### config.mk
export PLATFORM = sky130hd
export DESIGN_NAME = pfs_front
export DESIGN_NICKNAME = d
export VERILOG_FILES = /design/src/design/prime_factor_sieve_top_assert.svh /design/src/design/pfs_pkg.sv /design/src/design/pfs_front.sv
export SDC_FILE = /design/constraint.sdc
export NUM_CORES = 1
export LEC_CHECK = 0
export BUFFER_PORTS_ARGS = -buffer_cell sky130_fd_sc_hd__buf_2
export CAP_MARGIN = 10
export CORE_MARGIN = 1
export CORE_UTILIZATION = 38
export CTS_CLUSTER_SIZE = 16
export DETAILED_ROUTE_END_ITERATION = 6
export PLACE_DENSITY = 0.74
export SLEW_MARGIN = 20
export SYNTH_ARGS = -nofsm -noshare
export SYNTH_HDL_FRONTEND = slang
export SYNTH_SLANG_ARGS = --single-unit
### constraint.sdc
create_clock -name clk -period 1.73 [get_ports clk]
set_input_delay 0.173 -clock clk [delete_from_list [all_inputs] [get_ports clk]]
set_output_delay 0.173 -clock clk [all_outputs]
set_load 0.02 [all_outputs]
### src/design/prime_factor_sieve_top_assert.svh
// Assertion macros for the factor sieve block.
`ifndef PRIME_FACTOR_SIEVE_TOP_ASSERT_SVH
`define PRIME_FACTOR_SIEVE_TOP_ASSERT_SVH

`ifndef ASSERT_OFF
`define PFS_ASSERT_IMPL(label, clk, rst_n, prop, msg) \
  label: assert property (@(posedge clk) disable iff (!rst_n) prop) else $error(msg);
`define PFS_ASSERT_CHK(label, clk, rst_n, prop, msg) \
  label: assert property (@(posedge clk) disable iff (!rst_n) prop) else $error(msg);
`else
`define PFS_ASSERT_IMPL(label, clk, rst_n, prop, msg)
`define PFS_ASSERT_CHK(label, clk, rst_n, prop, msg)
`endif

`endif

### src/design/pfs_pkg.sv
package pfs_pkg;

  localparam int VALUE_BITS  = 20;
  localparam int MAX_RESULTS = 7;
  localparam int DEPTH       = 1 << VALUE_BITS;
  localparam int HALF_BITS   = (VALUE_BITS + 1) / 2;
  localparam int J_BITS      = 2 * HALF_BITS + 1;
  localparam int EXP_BITS    = $clog2(VALUE_BITS + 1);
  localparam int CNT_BITS    = $clog2(MAX_RESULTS + 1);
  localparam int DIV_BITS    = $clog2(VALUE_BITS);
  localparam int STAT_BITS   = 2;

  localparam logic [STAT_BITS-1:0] ST_OK  = 2'd0;
  localparam logic [STAT_BITS-1:0] ST_ONE = 2'd1;
  localparam logic [STAT_BITS-1:0] ST_ERR = 2'd2;

  typedef enum logic [1:0] {
    KIND_ERR,
    KIND_ONE,
    KIND_FACT
  } kind_t;

  typedef struct packed {
    logic [VALUE_BITS-1:0] value;
    kind_t                 kind;
  } qitem_t;

  typedef struct packed {
    logic                  wr;
    logic [VALUE_BITS-1:0] limit;
  } cfg_ctl_t;

  typedef enum logic [3:0] {
    S_IDLE,
    S_CLR,
    S_SV_RD,
    S_SV_WT,
    S_MK_RD,
    S_MK_WT,
    S_START,
    S_SINGLE,
    S_F_RD,
    S_F_WT,
    S_DIV
  } state_t;

endpackage

### src/design/pfs_front.sv
module pfs_front (
  input  logic                           clk,
  input  logic                           rst_n,
  input  logic                           in_valid,
  output logic                           in_stall,
  input  logic [pfs_pkg::VALUE_BITS-1:0] in_query_value,
  input  logic                           cfg_wr_en,
  input  logic [pfs_pkg::VALUE_BITS-1:0] cfg_wr_data,
  input  logic                           q_full,
  output logic                           q_push,
  output pfs_pkg::qitem_t                q_data,
  output pfs_pkg::cfg_ctl_t              cfg_ctl
);
  import pfs_pkg::*;

  logic [VALUE_BITS-1:0] limit_r;

  always_ff @(posedge clk) begin
    if (!rst_n) begin
      limit_r <= '1;
    end else if (cfg_wr_en) begin
      limit_r <= cfg_wr_data;
    end
  end

  assign cfg_ctl.wr    = cfg_wr_en;
  assign cfg_ctl.limit = limit_r;

  assign in_stall = q_full;
  assign q_push   = in_valid && !q_full;

  // classify: zero or past limit is an error, one has no factors
  always_comb begin
    q_data.value = in_query_value;
    if (in_query_value == '0 || in_query_value > limit_r) begin
      q_data.kind = KIND_ERR;
    end else if (in_query_value == VALUE_BITS'(1)) begin
      q_data.kind = KIND_ONE;
    end else begin
      q_data.kind = KIND_FACT;
    end
  end

endmodule

==> results.md, run 1 <==
- Status: finished with violations
- Failing checks: negative setup slack
- CP Capture Type: primary output
- Synth Warn #: 0
- Max_cap viols: 0
- Max FO, Critical Path: 2
- Total die area: 3890 um2
- PwrDens: 567 nW/um2
- CP peak stage delay: 0.56 ns
- Starting Density: 40.5%
- Syn Std Cell Area: 1380 um2
- Synth Instances: 169
- Setup ws final: -0.772 ns
- # H-tree levels: 1
- Fmax: 400 MHz
- Vias in the first global route: 1474
- Worst Tran Pin Value: 0.476 ns
- # setup viols final: 2
- Area Growth Syn to Fin: 60.6%
- Starting DRC count in detailed routing: 68
- Portion of netlist area occupied by mux cells: 0.723%
- Clk root buf: clkbuf_4
- Largest family of logic cells by synthesized area: buffers and inverters
- Crit-path most repeated cell: a21o_1
- Die height: 62.3 um
- DRC viols: 0
- Placed Area: 2070 um2
- DP HPWL: 3240 um
- Buffers on Ports: 89
- CP Class: flip-flop to primary output
- Grt total ovfl: 0
- Synth Area in Simple Gates: 15.3%
- Number of synthesized register bits: 20
- ANT cells: 0
- Syn avg cell area: 8.19 um2
- Final Core Density: 65.1%
- Synth top area share: 28.9%
- Final TNS setup: -1.51 ns
- RSZ-0062 raised after global routing: true
- First-pass GRT wire length: 6290 um
- Final worst-path cycle share: 145%
- GPL Wtd Cong: 0.872
- Total number of vias: 1530
- Number of flip-flops in the largest register: 20
- Maximum VDD drop: 0.485 mV
- Core Rows: 21
- Commonest non-fill, non-tap cell in the layout: buf_2
- Largest net degree at the start of global routing: 30
- Die X: 62.3 um
- Final wirelength: 4110 um
- WP buf/inv: 2
- Slew Viols, Final: 0
- Vias/cell: 4.72
- Post-synthesis sequential area ratio: 28.9%
- Clock tree sinks: 20
- Core ar.: 3420 um2
- Overall power: 1.26 mW
- I/O pin count: 90
- Post-route minimum period: 2.50 ns
- CTS Buf Count: 3
- Commonest non-fill, non-tap cells in the layout: buf_2, buf_4, nand2_1, o211ai_1, inv_1
- Netlist cell types: 22
- Worst hold margin: 0.0718 ns
- XOR/XNOR Fraction of Synth Area: 0%
- Worst min path class: primary input to flip-flop
- Fin nets: 344
- Slew headroom: 68.3%
- Max Root-Sink Buffers: 2
- Biggest register: limit_r
- Drt pass-1 iters: 4
- Clk_lat worst skew: 0.30 ns
- Final hold violation count: 0
- CTS tree: yes
- Worst Path Required: 1.56 ns
- CP delay by family, top: compound AO/OA/AOI/OAI gates
- Crit path cell chain: inv_4 -> ha_4 -> a21o_1 -> a21o_1 -> a22o_1 -> or4b_4 -> a21oi_4 -> buf_6
- Design area: 2220 um2
- Leakage: 1.20 nW
- Highest-delay cell along the critical path: or4b_4
- Worst Skew: 0 ns
- Synth Area in Compound Gates: 18.0%
- CTS Hold Buffers Added: 0
- Worst setup SP type: flip-flop
- Clk slew on worst S/H paths: 0.12 ns
- Largest regs: limit_r: 20 flops
- Avg WL per Cell: 12.7 um
- Largest area contributor in the netlist: dfxtp_1
- Post-detailed-route count of antenna-violating nets: 0
- Synth area leaders: dfxtp_1, ha_1, buf_4
- # fillers: 283
- WP data arrival: 2.33 ns
- Post-synthesis adder-cell area fraction: 18.1%
- Syn Nets: 234
- Share of layout cells above drive strength 1: 58.6%
- Antenna violations before repair: 0
- All-layer global routing usage: 20.4%
per-stage QoR:
| stage | setup slack [ns] | cells |
|---|---|---|
| 2_1_floorplan | -0.324 | 169 |
| 4_1_cts | -0.724 | 323 |
| 6_report | -0.772 | 324 |
| 5_1_grt | -0.845 | 324 |
| 3_3_place_gp | -0.379 | 318 |
| 3_5_place_dp | -0.407 | 318 |
cell type report:
class                           instances  area, um2  share of cell area [%]
Clock buffer                            4       26.3                    1.18
Multi-Input combinational cell        101        857                    38.6
Inverter                               20       77.6                    3.49
Sequential cell                        20        415                    18.7
Timing Repair Buffer                  133        788                    35.5
Tap cell                               46       57.6                    2.59
worst register-to-register path: cells and delay by family (launching register included):
| kind | cells | cell delay, ns |
|---|---|---|
| buffers and inverters | 4 | 0.40 |
| AO/OA/AOI/OAI | 1 | 0.20 |
| flip-flops | 1 | 0.38 |
final timing paths:
kind / startpoint / endpoint / slack (ns) / cells after the start
worst max-delay path: limit_r[17] / q_data[1] / -0.77 / 8
worst min-delay path: cfg_wr_data[13] / limit_r[13] / 0.07 / 3
worst max register to register: limit_r[17] / limit_r[17] / 0.66 / 5
worst min register to register: limit_r[18] / limit_r[18] / 0.61 / 3
power by group:
group          internal (mW)  switching (mW)  total (mW)
Sequential             0.495          0.0167       0.512
Combinational          0.244           0.272       0.516
Clock                 0.0897           0.143       0.233
Total                  0.829           0.432        1.26
cell usage after synthesis:
cell type	count
nand2_1	24
o21ai_0	2
and4_1	1
nand4_1	5
nor2_1	2
or4_1	1
a22o_1	1
inv_1	20
a21boi_1	1
a21oi_1	10
nand3_1	1
nor3_1	2
dfxtp_1	20
ha_1	20
o211ai_1	20
clkbuf_1	6
nor2b_1	2
buf_4	22
nor4_1	4
mux2i_1	1
or4b_4	1
a21o_1	3
cells by family after synthesis:
family                     count (synthesis)
and+or+nand+nor                           43
DFF                                       20
muxes                                      1
buffers and inverters                     48
adders and majority gates                 20
AOI/OAI and AO/OA                         37
metal layers:
metal,track usage [%],wire (um),up-vias,part of all wire [%]
met3,2.02,150,2,3.7
met5,0,0,-,0
met1,26.0,1920,689,47
met2,35.9,2010,52,49
met4,6.98,27,0,0.66
li1,-,-,787,-
what timing repair did:
item,CTS,global route
gates resized for setup,4,12
setup buffers,1,1
pin swaps,1,9
setup endpoints to repair,2,2
(Power assumes the default switching activity.)
==> inputs of run 2 (changes only) <==
--- a/config.mk
+++ b/config.mk
@@ -11,8 +11,9 @@
 export CORE_UTILIZATION = 38
 export CTS_CLUSTER_SIZE = 16
 export DETAILED_ROUTE_END_ITERATION = 6
-export PLACE_DENSITY = 0.74
+export PLACE_DENSITY = 0.82
 export SLEW_MARGIN = 20
 export SYNTH_ARGS = -nofsm -noshare
 export SYNTH_HDL_FRONTEND = slang
 export SYNTH_SLANG_ARGS = --single-unit
+export TNS_END_PERCENT = 1
==> results.md, run 2 (same netlist as run 1, synthesis figures left out) <==
- Clk root buf: clkbuf_4
- Slew headroom: 77.0%
- Design area: 2150 um2
- ANT cells: 0
- Vias in the first global route: 1377
- GPL Wtd Cong: 0.854
- Max FO, Critical Path: 2
- Max_cap viols: 0
- Buffers on Ports: 89
- FF+latch area: 415 um2
- Failing checks: negative setup slack
- Avg WL per Cell: 11.8 um
- Area Growth Syn to Fin: 55.5%
- Worst setup SP type: flip-flop
- Post-Place Worst Slack: -0.418 ns
- Share of layout cells above drive strength 1: 55.6%
- CTS Buf Count: 3
- Max Root-Sink Buffers: 2
- WP data arrival: 2.23 ns
- Commonest non-fill, non-tap cells in the layout: buf_2, buf_4, nand2_1, o211ai_1, inv_1
- Overall power: 1.26 mW
- Vias/cell: 4.62
- Slew Viols, Final: 0
- DP HPWL: 3290 um
- Starting DRC count in detailed routing: 16
- Post-route minimum period: 2.41 ns
- DRC viols: 0
- Largest net degree at the start of global routing: 23
- # H-tree levels: 1
- Maximum VDD drop: 0.382 mV
- Final worst-path cycle share: 139%
- Grt total ovfl: 0
- RSZ-0062 raised after global routing: true
- I/O pin count: 90
- Biggest register: limit_r
- Leakage: 1.19 nW
- Total number of vias: 1483
- Drt pass-1 iters: 4
- Post-detailed-route count of antenna-violating nets: 0
- Multi-input logic area: 800 um2
- Antenna violations before repair: 0
- Core ar.: 3420 um2
- Worst hold margin: 0.0765 ns
- All-layer global routing usage: 20.0%
- CTS Hold Buffers Added: 0
- Largest regs: limit_r: 20 flops
- CTS tree: yes
- Placed Area: 2060 um2
- Fmax: 416 MHz
- Setup ws final: -0.676 ns
- CP Capture Type: primary output
- Final hold violation count: 0
- First-pass GRT wire length: 6170 um
- Number of flip-flops in the largest register: 20
- Worst Skew: 0 ns
- # fillers: 307
- Final wirelength: 3800 um
- Commonest non-fill, non-tap cell in the layout: buf_2
- Status: finished with violations
- Starting Density: 40.5%
- Fin nets: 341
- Die X: 62.3 um
- Worst Path Required: 1.56 ns
- Die height: 62.3 um
- PwrDens: 587 nW/um2
- Core Rows: 21
- # setup viols final: 2
- Worst Tran Pin Value: 0.341 ns
- CP Class: flip-flop to primary output
- Worst min path class: primary input to flip-flop
- Clk slew on worst S/H paths: 0.11 ns
- Clock tree sinks: 20
- Total die area: 3890 um2
- Clk_lat worst skew: 0.30 ns
run 2: cell types whose count changed in the layout (fill, tap and decap cells not counted):
cell and delta:
inv_1 +2, buf_4 -3, ha_4 -4, clkbuf_1 -1, o21ai_1 +1, a21oi_1 +2, a21oi_2 -2, ha_1 +4
o21ai_0 -1, inv_2 -2, clkbuf_8 +1
run 2: layer usage:
metal	GRT usage [%]	up-vias	routed length (um)
li1	-	785	-
met1	25.6	648	1760
met2	34.1	46	1820
met3	1.47	4	153
met4	9.59	0	69
met5	0	-	0
run 2: cell type report:
| type | count | share of cell area, % |
|---|---|---|
| Multi-Input combinational cell | 101 | 37.2 |
| Timing Repair Buffer | 130 | 35.6 |
| Sequential cell | 20 | 19.3 |
| Inverter | 20 | 3.60 |
| Tap cell | 46 | 2.67 |
| Clock buffer | 4 | 1.69 |
run 2: critical path, stage by stage, from the launching register on:
cell and delay, ns:
dfxtp_4 0.37, inv_4 0.04, ha_4 0.23, a21o_1 0.15, a21o_1 0.15, a22o_1 0.20, or4b_4 0.52, a21oi_4 0.14
buf_6 0.13
run 2: repair_timing:
action,4_1_cts,5_1_grt
pin swaps,3,3
setup endpoints to repair,2,2
gates resized for setup,5,4
buffers inserted,0,0
run 2: path summary, 6_finish.rpt:
kind                         from     endpoint  slack, ns  cells after the start
hold reg to reg        limit_r[0]   limit_r[0]       0.61                      3
hold / removal    cfg_wr_data[19]  limit_r[19]       0.08                      3
setup reg to reg      limit_r[11]  limit_r[11]       0.95                      3
setup / recovery      limit_r[17]    q_data[0]      -0.68                      8
run 2: report_power, final:
part           internal [mW]  switching (mW)  total [mW]
Clock                  0.129           0.142       0.271
Sequential             0.495          0.0155       0.510
Combinational          0.227           0.256       0.483
run 2: per-stage QoR:
step                TNS [ns]  instances  util, %
floorplan             -0.627        169        -
global placement      -0.739        317     60.3
detailed placement    -0.811        317     60.3
CTS                    -1.47        321     62.1
global route           -1.49        321     63.0
finish                 -1.35        321     63.0
==> inputs of run 3 (changes only) <==
--- a/config.mk
+++ b/config.mk
@@ -11,7 +11,7 @@
 export CORE_UTILIZATION = 38
 export CTS_CLUSTER_SIZE = 16
 export DETAILED_ROUTE_END_ITERATION = 6
-export PLACE_DENSITY = 0.82
+export PLACE_DENSITY = 0.78
 export SLEW_MARGIN = 20
 export SYNTH_ARGS = -nofsm -noshare
 export SYNTH_HDL_FRONTEND = slang
==> results.md, run 3 (same netlist as run 1, synthesis figures left out) <==
- Post-route minimum period: 2.45 ns
- CP delay by family, top: compound AO/OA/AOI/OAI gates
- RSZ-0062 raised after global routing: true
- Largest regs: limit_r: 20 flops
- Final worst-path cycle share: 142%
- Commonest non-fill, non-tap cells in the layout: buf_2, buf_4, nand2_1, o211ai_1, inv_1
- Non-filler cells in the finished layout: 324
- DP HPWL: 3330 um
- # fillers: 315
- # setup viols final: 2
- # H-tree levels: 1
- HP Start: cfg_wr_data[13]
- Core Rows: 21
- Maximum VDD drop: 0.452 mV
- Crit-path most repeated cell: a21o_1
- Starting DRC count in detailed routing: 38
- Worst R2R Start: limit_r[19]
- Max Root-Sink Buffers: 2
- Largest net degree at the start of global routing: 24
- Area Growth Syn to Fin: 55.5%
- WP data arrival: 2.28 ns
- Failing checks: negative setup slack
- CP Class: flip-flop to primary output
- Die height: 62.3 um
- CTS Hold Buffers Added: 0
- Highest-delay cell along the critical path: or4b_4
- I/O pin count: 90
- Slew headroom: 74.7%
- ANT cells: 0
- Clk_lat worst skew: 0.30 ns
- Buffers on Ports: 89
- Fmax: 408 MHz
- Biggest register: limit_r
- Vias in the first global route: 1520
- Worst min path class: primary input to flip-flop
- First-pass GRT wire length: 6650 um
- Setup ws final: -0.721 ns
- CTS Buf Count: 3
- Final hold violation count: 0
- PwrDens: 591 nW/um2
- Clk root buf: clkbuf_4
- Crit path cell chain: inv_4 -> ha_4 -> a21o_1 -> a21o_1 -> a22o_1 -> or4b_4 -> a21oi_4 -> buf_6
- DRC viols: 0
- Drt pass-1 iters: 4
- CP peak stage delay: 0.52 ns
- Worst setup SP type: flip-flop
- All-layer global routing usage: 21.5%
- Max FO, Critical Path: 2
- Clk slew on worst S/H paths: 0.12 ns
- Max_cap viols: 0
- Core ar.: 3420 um2
- Final wirelength: 3920 um
- Total die area: 3890 um2
- Total number of vias: 1516
- Post-detailed-route count of antenna-violating nets: 0
- CTS tree: yes
- Slew Viols, Final: 0
- Status: finished with violations
- Post-CTS setup buffers: 0
- Grt total ovfl: 0
- GPL Wtd Cong: 0.868
- R2R Setup Slk: 0.93 ns
- Die X: 62.3 um
- Antenna violations before repair: 0
- Number of flip-flops in the largest register: 20
- Vias/cell: 4.68
- Commonest non-fill, non-tap cell in the layout: buf_2
- Crit path launch: limit_r[17]
- Worst Skew: 0 ns
- Worst Path Required: 1.56 ns
- Overall power: 1.27 mW
- Worst Tran Pin Value: 0.379 ns
- Final Core Density: 63.0%
- Clock tree sinks: 20
- Avg WL per Cell: 12.1 um
- Leakage: 1.21 nW
- CP Capture Type: primary output
- WP buf/inv: 2
- Fin nets: 344
- Cells after DPL: 320
- Share of layout cells above drive strength 1: 56.1%
- Starting Density: 40.5%
## run 3: final cells by class
cell class	instances	area, um2	share of cell area [%]
multi-input combinational	101	776	36.0
clock buffer	4	36.3	1.69
timing repair buffer	133	788	36.6
sequential	20	417	19.4
tap	46	57.6	2.67
inverter	20	77.6	3.60
## run 3: worst reg2reg max path, cell delays in order (launching register included)
cell      delay [ns]
dfxtp_2         0.34
inv_1           0.14
buf_4           0.14
o211ai_1        0.07
## run 3: per-layer routing
layer	track usage [%]	part of all wire [%]	wire, um
met1	27.1	46	1810
met2	37.4	49	1910
met3	3.13	4.1	162
met4	7.27	1.0	40
met5	0	0	0
## run 3: power by group
group / leakage (nW) / switching [mW] / internal, mW
clock network: 0.0210 / 0.147 / 0.128
registers: 0.164 / 0.0148 / 0.495
logic: 1.02 / 0.260 / 0.228
## run 3: repair_timing
action / CTS / global route
pin swaps: 0 / 2
resized for setup: 4 / 6
setup endpoints to repair: 2 / 2
## run 3: final timing paths
kind,end,cells after the start
setup reg to reg,limit_r[19],3
hold / removal,limit_r[13],3
setup / recovery,q_data[0],8
hold reg to reg,limit_r[8],3
## run 3: stage by stage
step / area, um2 / hold slack (ns) / worst slack (ns) / TNS (ns)
after global routing: 2150 / 0.0670 / -0.807 / -1.59
after floorplan: 1440 / 0.299 / -0.324 / -0.627
after detailed placement: 2080 / 0.391 / -0.400 / -0.779
after global placement: 2080 / 0.388 / -0.381 / -0.736
final: 2150 / 0.0769 / -0.721 / -1.42
after CTS: 2130 / 0.0752 / -0.717 / -1.42
