`src/design/prime_factor_sieve_top_assert.svh`:
```
// Assertion macros for the factor sieve block.
`ifndef PRIME_FACTOR_SIEVE_TOP_ASSERT_SVH
`define PRIME_FACTOR_SIEVE_TOP_ASSERT_SVH

`ifndef ASSERT_OFF
`define PFS_ASSERT_IMPL(label, clk, rst_n, prop, msg) \
  label: assert property (@(posedge clk) disable iff (!rst_n) prop) else $error(msg);
`define PFS_ASSERT_CHK(label, clk, rst_n, prop, msg) \
  label: assert property (@(posedge clk) disable iff (!rst_n) prop) else $error(msg);
`else
`define PFS_ASSERT_IMPL(label, clk, rst_n, prop, msg)
`define PFS_ASSERT_CHK(label, clk, rst_n, prop, msg)
`endif

`endif

```
`src/design/pfs_pkg.sv`:
```
package pfs_pkg;

  localparam int VALUE_BITS  = 20;
  localparam int MAX_RESULTS = 7;
  localparam int DEPTH       = 1 << VALUE_BITS;
  localparam int HALF_BITS   = (VALUE_BITS + 1) / 2;
  localparam int J_BITS      = 2 * HALF_BITS + 1;
  localparam int EXP_BITS    = $clog2(VALUE_BITS + 1);
  localparam int CNT_BITS    = $clog2(MAX_RESULTS + 1);
  localparam int DIV_BITS    = $clog2(VALUE_BITS);
  localparam int STAT_BITS   = 2;

  localparam logic [STAT_BITS-1:0] ST_OK  = 2'd0;
  localparam logic [STAT_BITS-1:0] ST_ONE = 2'd1;
  localparam logic [STAT_BITS-1:0] ST_ERR = 2'd2;

  typedef enum logic [1:0] {
    KIND_ERR,
    KIND_ONE,
    KIND_FACT
  } kind_t;

  typedef struct packed {
    logic [VALUE_BITS-1:0] value;
    kind_t                 kind;
  } qitem_t;

  typedef struct packed {
    logic                  wr;
    logic [VALUE_BITS-1:0] limit;
  } cfg_ctl_t;

  typedef enum logic [3:0] {
    S_IDLE,
    S_CLR,
    S_SV_RD,
    S_SV_WT,
    S_MK_RD,
    S_MK_WT,
    S_START,
    S_SINGLE,
    S_F_RD,
    S_F_WT,
    S_DIV
  } state_t;

endpackage

```
`src/design/pfs_queue.sv`:
```
module pfs_queue (
  input  logic            clk,
  input  logic            rst_n,
  input  logic            push,
  input  pfs_pkg::qitem_t push_data,
  input  logic            pop,
  output pfs_pkg::qitem_t head,
  output logic            empty,
  output logic            full
);
  import pfs_pkg::*;

  // two-entry FIFO
  qitem_t      mem_r [2];
  logic        wp_r, wp_nxt, rp_r, rp_nxt;
  logic [1:0]  cnt_r, cnt_nxt;

  assign empty = (cnt_r == 2'd0);
  assign full  = (cnt_r == 2'd2);
  assign head  = mem_r[rp_r];

  always_comb begin
    wp_nxt  = wp_r ^ push;
    rp_nxt  = rp_r ^ pop;
    cnt_nxt = cnt_r + {1'b0, push} - {1'b0, pop};
  end

  always_ff @(posedge clk) begin
    if (!rst_n) begin
      wp_r  <= 1'b0;
      rp_r  <= 1'b0;
      cnt_r <= 2'd0;
    end else begin
      wp_r  <= wp_nxt;
      rp_r  <= rp_nxt;
      cnt_r <= cnt_nxt;
    end
    if (push) begin
      mem_r[wp_r] <= push_data;
    end
  end

endmodule

```
`config.mk`:
```
export PLATFORM = sky130hd
export DESIGN_NAME = pfs_queue
export DESIGN_NICKNAME = d
export VERILOG_FILES = /design/src/design/prime_factor_sieve_top_assert.svh /design/src/design/pfs_pkg.sv /design/src/design/pfs_queue.sv
export SDC_FILE = /design/constraint.sdc
export NUM_CORES = 1
export LEC_CHECK = 0
export BUFFER_PORTS_ARGS = -buffer_cell sky130_fd_sc_hd__buf_2
export CORE_MARGIN = 2
export CORE_UTILIZATION = 55
export DETAILED_ROUTE_END_ITERATION = 6
export PLACE_DENSITY_LB_ADDON = 0.15
export SYNTH_ARGS = -nofsm -noshare
export SYNTH_HDL_FRONTEND = slang
export SYNTH_SLANG_ARGS = --single-unit
```
`constraint.sdc`:
```
create_clock -name clk -period 2.05 [get_ports clk]
set_input_delay 0 -clock clk [delete_from_list [all_inputs] [get_ports clk]]
set_output_delay 0 -clock clk [all_outputs]
set_load 0.01 [all_outputs]
```
==> summary.md, run 1 <==
| Metric | Value |
|---|---|
| VDD IR max | 0.573 mV |
| # IOs | 50 |
| Sequential share of the synthesized area | 77.9% |
| Layout area overhead | 32.5% |
| Commonest non-fill, non-tap cells in the layout | buf_2, edfxtp_1, dlygate4sd3_1 |
| Critical-path maximum fanout | 22 |
| Fin Hold WS | 0.373 ns |
| Critical Path Start Type | flop |
| Final setup violation count | 0 |
| Syn. warnings | 0 |
| Total gr overflow | 0 |
| Die ar. | 3800 µm² |
| Routed WL | 2610 µm |
| Synth Instances | 89 |
| Final Skew | 0.00640 ns |
| Synth area leaders | edfxtp_1, mux2_2, dfxtp_1 |
| WS Path Type | reg2out |
| Leakage power | 0.953 nW |
| Non-Filler Instances | 214 |
| Max cap viols | 0 |
| Worst slew pin tran | 0.287 ns |
| DR vias/cell | 4.67 |
| Root Buffer | clkbuf_4 |
| CTS clk-pin slew, worst paths | 0.12 ns |
| FP Rows | 20 |
| Status | finished, final reports clean |
| Synth area leader | edfxtp_1 |
| Syn_nets | 119 |
| Max Buffers Root-to-Sink | 2 |
| Setup_tns | 0 ns |
| Cts repair resizes | 0 |
| CP endpoint kind | primary output |
| Final Util | 77.9% |
| Largest net degree at the start of global routing | 23 |
| Slew headroom | 80.9% |
| Fin crit share | 71.2% |
| Post-DP HPWL | 1730 µm |
| Hold_buf cts | 25 |
| Final instance area | 2420 µm² |
| Commonest non-fill, non-tap cell in the layout | buf_2 |
| Layout cells sized above 1 | 47.1% |
| Fin. Hold Viols | 0 |
| DIE HEIGHT | 61.6 µm |
| H-tree depth | 2 |
| Tot GR Track Use | 15.2% |
| Post-synth cell types | 11 |
| Post-CTS Setup Repair Bufs | 0 |
| Worst EP required | 2.05 ns |
| Clock Sinks | 49 |
| Synth top area share | 72.4% |
| Worst skew pair latency | 0.34 ns |
| First-pass GRT wire length | 3950 µm |
| Gpl congestion | 0.622 |
| Slew Viols, Final | 0 |
| Min cycle time layout | 1.46 ns |
| Wirelength per Cell | 12.2 µm |
| Vias | 999 |
| Placed Cells incl. Taps | 183 |
| Worst EP arrival | 1.46 ns |
| Cell Area, Placed | 2130 µm² |
| Post-Syn Area per Cell | 20.5 µm² |
| ANT cells | 0 |
| Initial antenna violation count | 0 |
| RSZ-0062 raised after global routing | false |
| PwrDens | 767 nW/µm² |
| #FFs+latches synth | 49 |
| Total CTS buffers | 5 |
| Area of the mapped netlist | 1830 µm² |
| Remaining DRCs | 0 |
| CTS tree | built |
| F_max | 685 MHz |
| DR iter-0 viols | 22 |
| Vias in the first global route | 983 |
| Core area | 3100 µm² |
| Final nets | 201 |
| Worst Hold Class | in2reg |
| Die X-Extent | 61.6 µm |
| Port Buffer Count | 49 |
| DRT Pass-1 Iters | 4 |
| Antenna viol nets, final | 0 |
| Initial Utilization | 58.8% |
critical path: stages, from the launching register on:
cell	delay (ns)
dfxtp_1	0.32
buf_4	0.28
mux2_2	0.38
buf_2	0.14
flip-flops by register name, indices dropped and copies added, names as in the netlist, named ones only:
signal,count
cnt_r,2
rp_r,1
wp_r,1
mem_r,44
routing by layer:
metal / vias up / wire [µm] / track usage (%)
met5: - / 0 / 0
met4: 0 / 53 / 8.21
met3: 5 / 146 / 4.83
li1: 497 / - / -
met1: 468 / 939 / 14.5
met2: 29 / 1470 / 28.6
power breakdown:
part / internal, W / total (W) / switching [W]
Sequential: 0.00116 / 0.00118 / 0.0000195
Combinational: 0.000172 / 0.000307 / 0.000135
Clock: 0.000119 / 0.000367 / 0.000248
Total: 0.00145 / 0.00186 / 0.000402
cell usage after synthesis:
master    instances
edfxtp_1         44
mux2_2           22
dfxtp_1           5
ha_1              4
and2_1            3
inv_1             3
nor2b_1           3
buf_6             2
nor2_1            1
xnor3_1           1
xor2_1            1
worst paths after layout:
kind	start	endpoint	slack, ns	depth (start not counted)
setup / recovery	flop	head[12]	0.59	3
hold / removal	push_data[18]	mem_r[0][18]$_DFFE_PP_	0.37	2
setup reg to reg	cnt_r[0]$_SDFF_PN0_	cnt_r[1]$_SDFF_PN0_	0.79	6
hold reg to reg	wp_r$_SDFF_PN0_	wp_r$_SDFF_PN0_	0.55	3
layout make-up:
| type | count | area (µm²) |
|---|---|---|
| sequential | 49 | 1420 |
| fill | 202 | 684 |
| timing repair buffer | 77 | 518 |
| multi-input combinational | 35 | 370 |
| tap | 44 | 55.1 |
| clock buffer | 5 | 37.5 |
| inverter | 3 | 11.3 |
| clock inverter | 1 | 5.00 |
cells by family after synthesis:
group	count (synthesis)	synth area share, %
xor gates and xnor gates	2	1.71
buffers and inverters	5	1.85
DFF	49	77.9
muxes	22	13.6
and+or+nand+nor	7	2.26
adders and majority gates	4	2.74
stage by stage:
| step | total power, W | worst slack (ns) |
|---|---|---|
| CTS | 0.00189 | 0.556 |
| floorplan | 0.00138 | 0.729 |
| finish | 0.00186 | 0.590 |
| detailed placement | 0.00148 | 0.797 |
| global route | 0.00194 | 0.494 |
| global placement | 0.00147 | 0.887 |
Note: power is estimated with default switching activity, not from simulation.
==> run 2, diff against run 1 <==
ABC_AREA = 1   (was default)
CORE_UTILIZATION = 51   (was 55)
clock period = 1.4 ns   (was 2.05 ns; I/O delays follow)
==> summary.md, run 2 <==
| Metric | Value |
|---|---|
| Status | finished, final reports clean |
| DRT Pass-1 Iters | 4 (unchanged) |
| PwrDens | 1180 nW/µm² (+53%) |
| Final Skew | 0.0119 ns (+0.00552 ns) |
| Final Util | 78.3% (+0.39 points) |
| Fin. Hold Viols | 0 (unchanged) |
| Commonest cells post-synth | edfxtp_1, mux2_2, inv_1, nor2_1, dfxtp_1 |
| Layout area overhead | 45.5% |
| DR iter-0 viols | 41 (+86%) |
| Worst-path cell chain | buf_8 -> mux2_2 -> buf_6 |
| Synth area leaders | edfxtp_1, mux2_2, dfxtp_1 |
| Critical Path Start Type | flop |
| Core area | 3390 µm² (+9.2%) |
| Slew headroom | 88.9% (+8.1 points) |
| First-pass GRT wire length | 4890 µm (+24%) |
| Remaining DRCs | 0 (unchanged) |
| Gpl congestion | 0.635 (+2.0%) |
| Vias | 1,094 (+9.5%) |
| Max Buffers Root-to-Sink | 2 (unchanged) |
| WS Path Type | reg2out |
| Final nets | 213 (+6.0%) |
| Fin crit share | 99.6% |
| Initial Utilization | 53.8% (-5.0 points) |
| Post-Syn Area per Cell | 18.8 µm² (-8.3%) |
| Biggest regs | mem_r: 44 flops, cnt_r: 2 flops |
| Worst EP required | 1.40 ns (-0.65 ns) |
| Sequential share of the synthesized area | 77.9% (about the same) |
| F_max | 717 MHz |
| Min cycle time layout | 1.39 ns |
| Antenna viol nets, final | 0 (unchanged) |
| Slew Viols, Final | 0 (unchanged) |
| Clock Sinks | 49 (unchanged) |
| Count leader, synth | edfxtp_1 |
| H-tree depth | 2 (unchanged) |
| #FFs+latches synth | 49 (unchanged) |
| CTS tree | built |
| Area of the mapped netlist | 1820 µm² (about the same) |
| Port Buffer Count | 49 (unchanged) |
| Post-synth EDFFs | 44 (unchanged) |
| Wirelength per Cell | 13.9 µm (+14%) |
| # IOs | 50 (unchanged) |
| CTS clk-pin slew, worst paths | 0.14 ns (+0.02 ns) |
| CP endpoint kind | primary output |
| Vias in the first global route | 1,154 (+17%) |
| Worst EP arrival | 1.39 ns (-0.07 ns) |
| Non-Filler Instances | 230 (+7.5%) |
| Worst slew pin tran | 0.165 ns (-0.123 ns) |
| Worst skew pair latency | 0.36 ns (+0.02 ns) |
| Die ar. | 4070 µm² (+7.3%) |
| Synth Instances | 97 (+9.0%) |
| Synth top area share | 72.4% (about the same) |
| Total CTS buffers | 5 (unchanged) |
| Leakage power | 1.08 nW (+14%) |
| Largest register FFs | 44 (unchanged) |
| Syn. warnings | 0 (unchanged) |
| Slowest CP cell | dfxtp_4 |
| VDD IR max | 0.923 mV (+61%) |
| DR vias/cell | 4.76 (+1.9%) |
| Root Buffer | clkbuf_4 |
| Die X-Extent | 63.8 µm (+3.6%) |
| DIE HEIGHT | 63.8 µm (+3.6%) |
| Placed Cells incl. Taps | 196 (+7.1%) |
| Max stage delay on crit path | 0.41 ns (+0.03 ns) |
| Post-DP HPWL | 1860 µm (+7.3%) |
| Largest net degree at the start of global routing | 16 (-30%) |
| Final setup violation count | 0 (unchanged) |
| Post-synth cell types | 11 (unchanged) |
| ANT cells | 0 (unchanged) |
| Post-synth top flop | edfxtp_1 |
| Total gr overflow | 0 (unchanged) |
| Routed WL | 3200 µm (+23%) |
| Worst Hold Class | in2reg |
| Syn_nets | 127 (+6.7%) |
| Synth area leader | edfxtp_1 |
| FFs w/ async S/R, synth | 0% (unchanged) |
| Commonest non-fill, non-tap cell in the layout | edfxtp_1 |
| Max cap viols | 0 (unchanged) |
| RSZ-0062 raised after global routing | true |
| Initial antenna violation count | 0 (unchanged) |
| Critical-path maximum fanout | 7 (-68%) |
| Layout cells sized above 1 | 47.8% (+0.77 points) |
| Largest Register | mem_r |
| FP Rows | 21 (+5.0%) |
| Tot GR Track Use | 16.5% (+1.3 points) |
| Commonest non-fill, non-tap cells in the layout | edfxtp_1, buf_2, dlygate4sd3_1 |
-- run 2: layout make-up --
class                   instances  area, µm²
multi-input cells              39        395
clock inverters                 2       37.5
fillers                       198        734
repair buffers                 81        661
flip-flops and latches         49       1430
well taps                      46       57.6
inverters                       7       26.3
clock buffers                   6       51.3
-- run 2: power breakdown --
group          switching [W]  total, W  internal [W]
Combinational       0.000232  0.000556      0.000324
Clock               0.000413  0.000838      0.000424
Sequential         0.0000324   0.00173       0.00170
-- run 2: routing by layer --
| layer | track usage (%) | part of all wire (%) | vias up |
|---|---|---|---|
| met5 | 0 | 0 | - |
| met4 | 5.71 | 1.0 | 0 |
| met3 | 5.11 | 5.4 | 4 |
| met2 | 30.3 | 55 | 35 |
| met1 | 17.7 | 38 | 526 |
| li1 | - | - | 529 |
-- run 2: final timing paths --
check                 startpoint                      to  slack [ns]  cells past startpoint
max                         flop                head[17]       0.006                      3
min reg2reg      rp_r$_SDFF_PN0_                    flop        0.53                      2
max reg2reg  cnt_r[0]$_SDFF_PN0_     cnt_r[1]$_SDFF_PN0_        0.11                      8
min                push_data[21]  mem_r[0][21]$_DFFE_PP_        0.35                      2
-- run 2: worst max-delay path: cells and delay by family, from the launching register on --
family | cells | cell delay (ns)
DFF | 1 | 0.41
muxes | 1 | 0.35
buffers and inverters | 2 | 0.27
-- run 2: cell families (layout without fill, tap and decap cells) --
family | after synthesis | count (layout) | synth area share, %
flops | 49 | 49 | 77.9
buf+inv | 9 | 96 | 2.68
simple gates | 11 | 11 | 2.33
fa+ha+maj | 4 | 4 | 2.74
mux | 22 | 22 | 13.6
compound gates | 1 | 1 | 0.274
xor+xnor | 1 | 1 | 0.480
-- run 2: timing repair --
action,CTS,global route
gates resized for setup,3,32
hold buffers,25,0
cloned,1,0
setup endpoints to repair,14,23
setup buffers,0,0
hold endpoints to repair,49,0
pin swaps,0,0
-- run 2: stage by stage --
step | cell area [µm²] | hold WS (ns) | setup TNS (ns) | total power (W) | setup WS, ns
floorplan | 1820 | 0.0935 | 0 | 0.00199 | 0.0790
global placement | 2150 | 0.189 | 0 | 0.00213 | 0.190
detailed placement | 2150 | 0.191 | 0 | 0.00215 | 0.103
CTS | 2500 | 0.345 | -0.254 | 0.00304 | -0.0265
global route | 2660 | 0.343 | -0.562 | 0.00324 | -0.0495
finish | 2660 | 0.351 | 0 | 0.00312 | 0.00556
==> run 3, diff against run 2 <==
CORE_UTILIZATION = 54   (was 51)
clock period = 1.62 ns   (was 1.4 ns; I/O delays follow)
==> summary.md, run 3 (same netlist as run 2, synthesis figures left out) <==
| Metric | Value |
|---|---|
| Status | finished, final reports clean |
| F_max | 694 MHz |
| Antenna viol nets, final | 0 (unchanged) |
| CTS tree | built |
| Cts repair resizes | 0 (-3) |
| Gpl congestion | 0.621 (-2.2%) |
| Total CTS buffers | 5 (unchanged) |
| Post-DP HPWL | 1890 µm (+1.9%) |
| Initial antenna violation count | 0 (unchanged) |
| Critical-path maximum fanout | 13 (+6) |
| Max Buffers Root-to-Sink | 2 (unchanged) |
| First-pass GRT wire length | 5110 µm (+4.6%) |
| ANT cells | 0 (unchanged) |
| Int Pwr | 0.00215 W (-12%) |
| Worst slew pin tran | 0.183 ns (+0.0185 ns) |
| Final nets | 212 (-0.47%) |
| Worst Setup EP | head[12] |
| Port Buffer Count | 49 (unchanged) |
| Worst Hold Class | in2reg |
| Max cap viols | 0 (unchanged) |
| Layout area overhead | 37.2% |
| Largest Register | mem_r |
| Remaining DRCs | 0 (unchanged) |
| Final setup violation count | 0 (unchanged) |
| Initial Utilization | 55.5% (+1.7 points) |
| DR vias/cell | 4.69 (-1.4%) |
| Logic pwr share | 14.3% (-3.5 points) |
| Setup WS post-layout | 0.179 ns (+0.173 ns) |
| Setup_tns | 0 ns (unchanged) |
| DR WL met2 | 1600 µm (-9.2%) |
| CP endpoint kind | primary output |
| Fin. Hold Viols | 0 (unchanged) |
| DRT Pass-1 Iters | 3 (-1) |
| Leakage power | 1.01 nW (-6.8%) |
| PwrDens | 1080 nW/µm² (-8.2%) |
| Fin Hold WS | 0.354 ns (+0.00263 ns) |
| Total gr overflow | 0 (unchanged) |
| Final Skew | 0.00382 ns (-0.00809 ns) |
| Switch share | 20.5% (-1.2 points) |
| Final instance area | 2500 µm² (-5.7%) |
| Worst EP required | 1.62 ns (+0.22 ns) |
| Reg-to-reg slack, setup | 0.30 ns (+0.19 ns) |
| Largest net degree at the start of global routing | 16 (unchanged) |
| Die X-Extent | 62.1 µm (-2.6%) |
| Met1 WL | 1120 µm (-9.5%) |
| Slowest CP cell | dfxtp_1 |
| Root Buffer | clkbuf_4 |
| RSZ-0062 raised after global routing | false |
| Max stage delay on crit path | 0.36 ns (-0.05 ns) |
| Worst skew pair latency | 0.36 ns (about the same) |
| WS Path Type | reg2out |
| # IOs | 50 (unchanged) |
| Wirelength per Cell | 12.8 µm (-8.3%) |
| Worst EP arrival | 1.44 ns (+0.05 ns) |
| Layout cells sized above 1 | 46.4% (-1.4 points) |
| DP Worst Slack | 0.294 ns (+0.191 ns) |
| Min cycle time layout | 1.44 ns |
| # fillers | 218 (+10%) |
| Routed WL | 2920 µm (-8.7%) |
| Worst r2r dst | cnt_r[1]$_SDFF_PN0_ |
| VDD IR max | 0.966 mV (+4.6%) |
| Post-CTS Setup Repair Bufs | 0 (unchanged) |
| Sw power | 0.000554 W (-18%) |
| FP Rows | 21 (unchanged) |
| Largest register FFs | 44 (unchanged) |
| Commonest non-fill, non-tap cells in the layout | buf_2, edfxtp_1, dlygate4sd3_1 |
| CTS clk-pin slew, worst paths | 0.12 ns (-0.02 ns) |
| R2r worst-path depth | 8 (unchanged) |
| Vias | 1,074 (-1.8%) |
| DIE HEIGHT | 62.1 µm (-2.6%) |
| R2r startpoint | cnt_r[0]$_SDFF_PN0_ |
| Tot GR Track Use | 17.6% (+1.1 points) |
| Hold_buf cts | 25 (unchanged) |
| Reg power frac | 55.1% (-0.3 points) |
| Die ar. | 3860 µm² (-5.2%) |
| Cell Area, Placed | 2150 µm² (unchanged) |
| Commonest non-fill, non-tap cell in the layout | buf_2 |
| Vias in the first global route | 1,174 (+1.7%) |
| Routed wl met3 | 150 µm (-14%) |
| Clock share of power | 30.6% (+3.8 points) |
| Max layer used | met4 |
| Biggest regs | mem_r: 44 flops, cnt_r: 2 flops |
| DR iter-0 viols | 32 (-22%) |
| H-tree depth | 2 (unchanged) |
| Core area | 3280 µm² (-3.1%) |
| Worst-path cell chain | buf_4 -> mux2_2 -> buf_2 |
| Fin crit share | 89.0% |
| Slew Viols, Final | 0 (unchanged) |
| Critical Path Start Type | flop |
| Slew headroom | 87.8% (-1.2 points) |
| Clock Sinks | 49 (unchanged) |
-- run 3: stage by stage --
step           total power (W)  utilization [%]  cells
2_1_floorplan          0.00172                -     97
6_report               0.00270             76.2    229
3_3_place_gp           0.00184             65.4    196
4_1_cts                0.00274             76.2    229
5_1_grt                0.00282             76.2    229
3_5_place_dp           0.00186             65.4    196
-- run 3: worst max-delay path, delay by kind of cell, from the launching register on --
kind | cells | cell delay [ns]
DFF | 1 | 0.36
buffers and inverters | 2 | 0.36
muxes | 1 | 0.36
-- run 3: how the worst min path moves through the flow --
| stage | cells past startpoint | endpoint | slack (ns) | from |
|---|---|---|---|---|
| 2_1_floorplan | 2 | cnt_r[0]$_SDFF_PN0_ | 0.09 | rst_n |
| 3_3_place_gp | 1 | mem_r[0][6]$_DFFE_PP_ | 0.19 | push_data[6] |
| 3_5_place_dp | 1 | mem_r[1][21]$_DFFE_PP_ | 0.19 | push_data[21] |
| 4_1_cts | 2 | mem_r[1][0]$_DFFE_PP_ | 0.33 | push_data[0] |
| 5_1_grt | 2 | mem_r[1][18]$_DFFE_PP_ | 0.33 | push_data[18] |
| 6_report | 2 | mem_r[0][16]$_DFFE_PP_ | 0.35 | push_data[16] |
-- run 3: area by class of cell --
cell class / count / area (µm²) / area share (%)
clock buffers: 5 / 37.5 / 1.50
repair buffers: 80 / 541 / 21.6
inverters: 7 / 26.3 / 1.05
multi-input cells: 39 / 354 / 14.2
well taps: 46 / 57.6 / 2.30
flip-flops and latches: 49 / 1420 / 56.8
clock inverters: 3 / 65.1 / 2.60
-- run 3: per-layer routing --
metal | GRT usage [%] | vias to the layer above
li1 | - | 527
met1 | 18.2 | 513
met2 | 31.7 | 28
met3 | 6.34 | 6
met4 | 8.33 | 0
met5 | 0 | -
-- run 3: power by group through the flow --
stage                     Clock [W]  Combinational [W]  Sequential, W
final                      0.000827           0.000386        0.00149
after global routing       0.000898           0.000429        0.00150
after CTS                  0.000862           0.000393        0.00149
after detailed placement          0           0.000343        0.00152
after global placement            0           0.000330        0.00151
after floorplan                   0           0.000203        0.00152
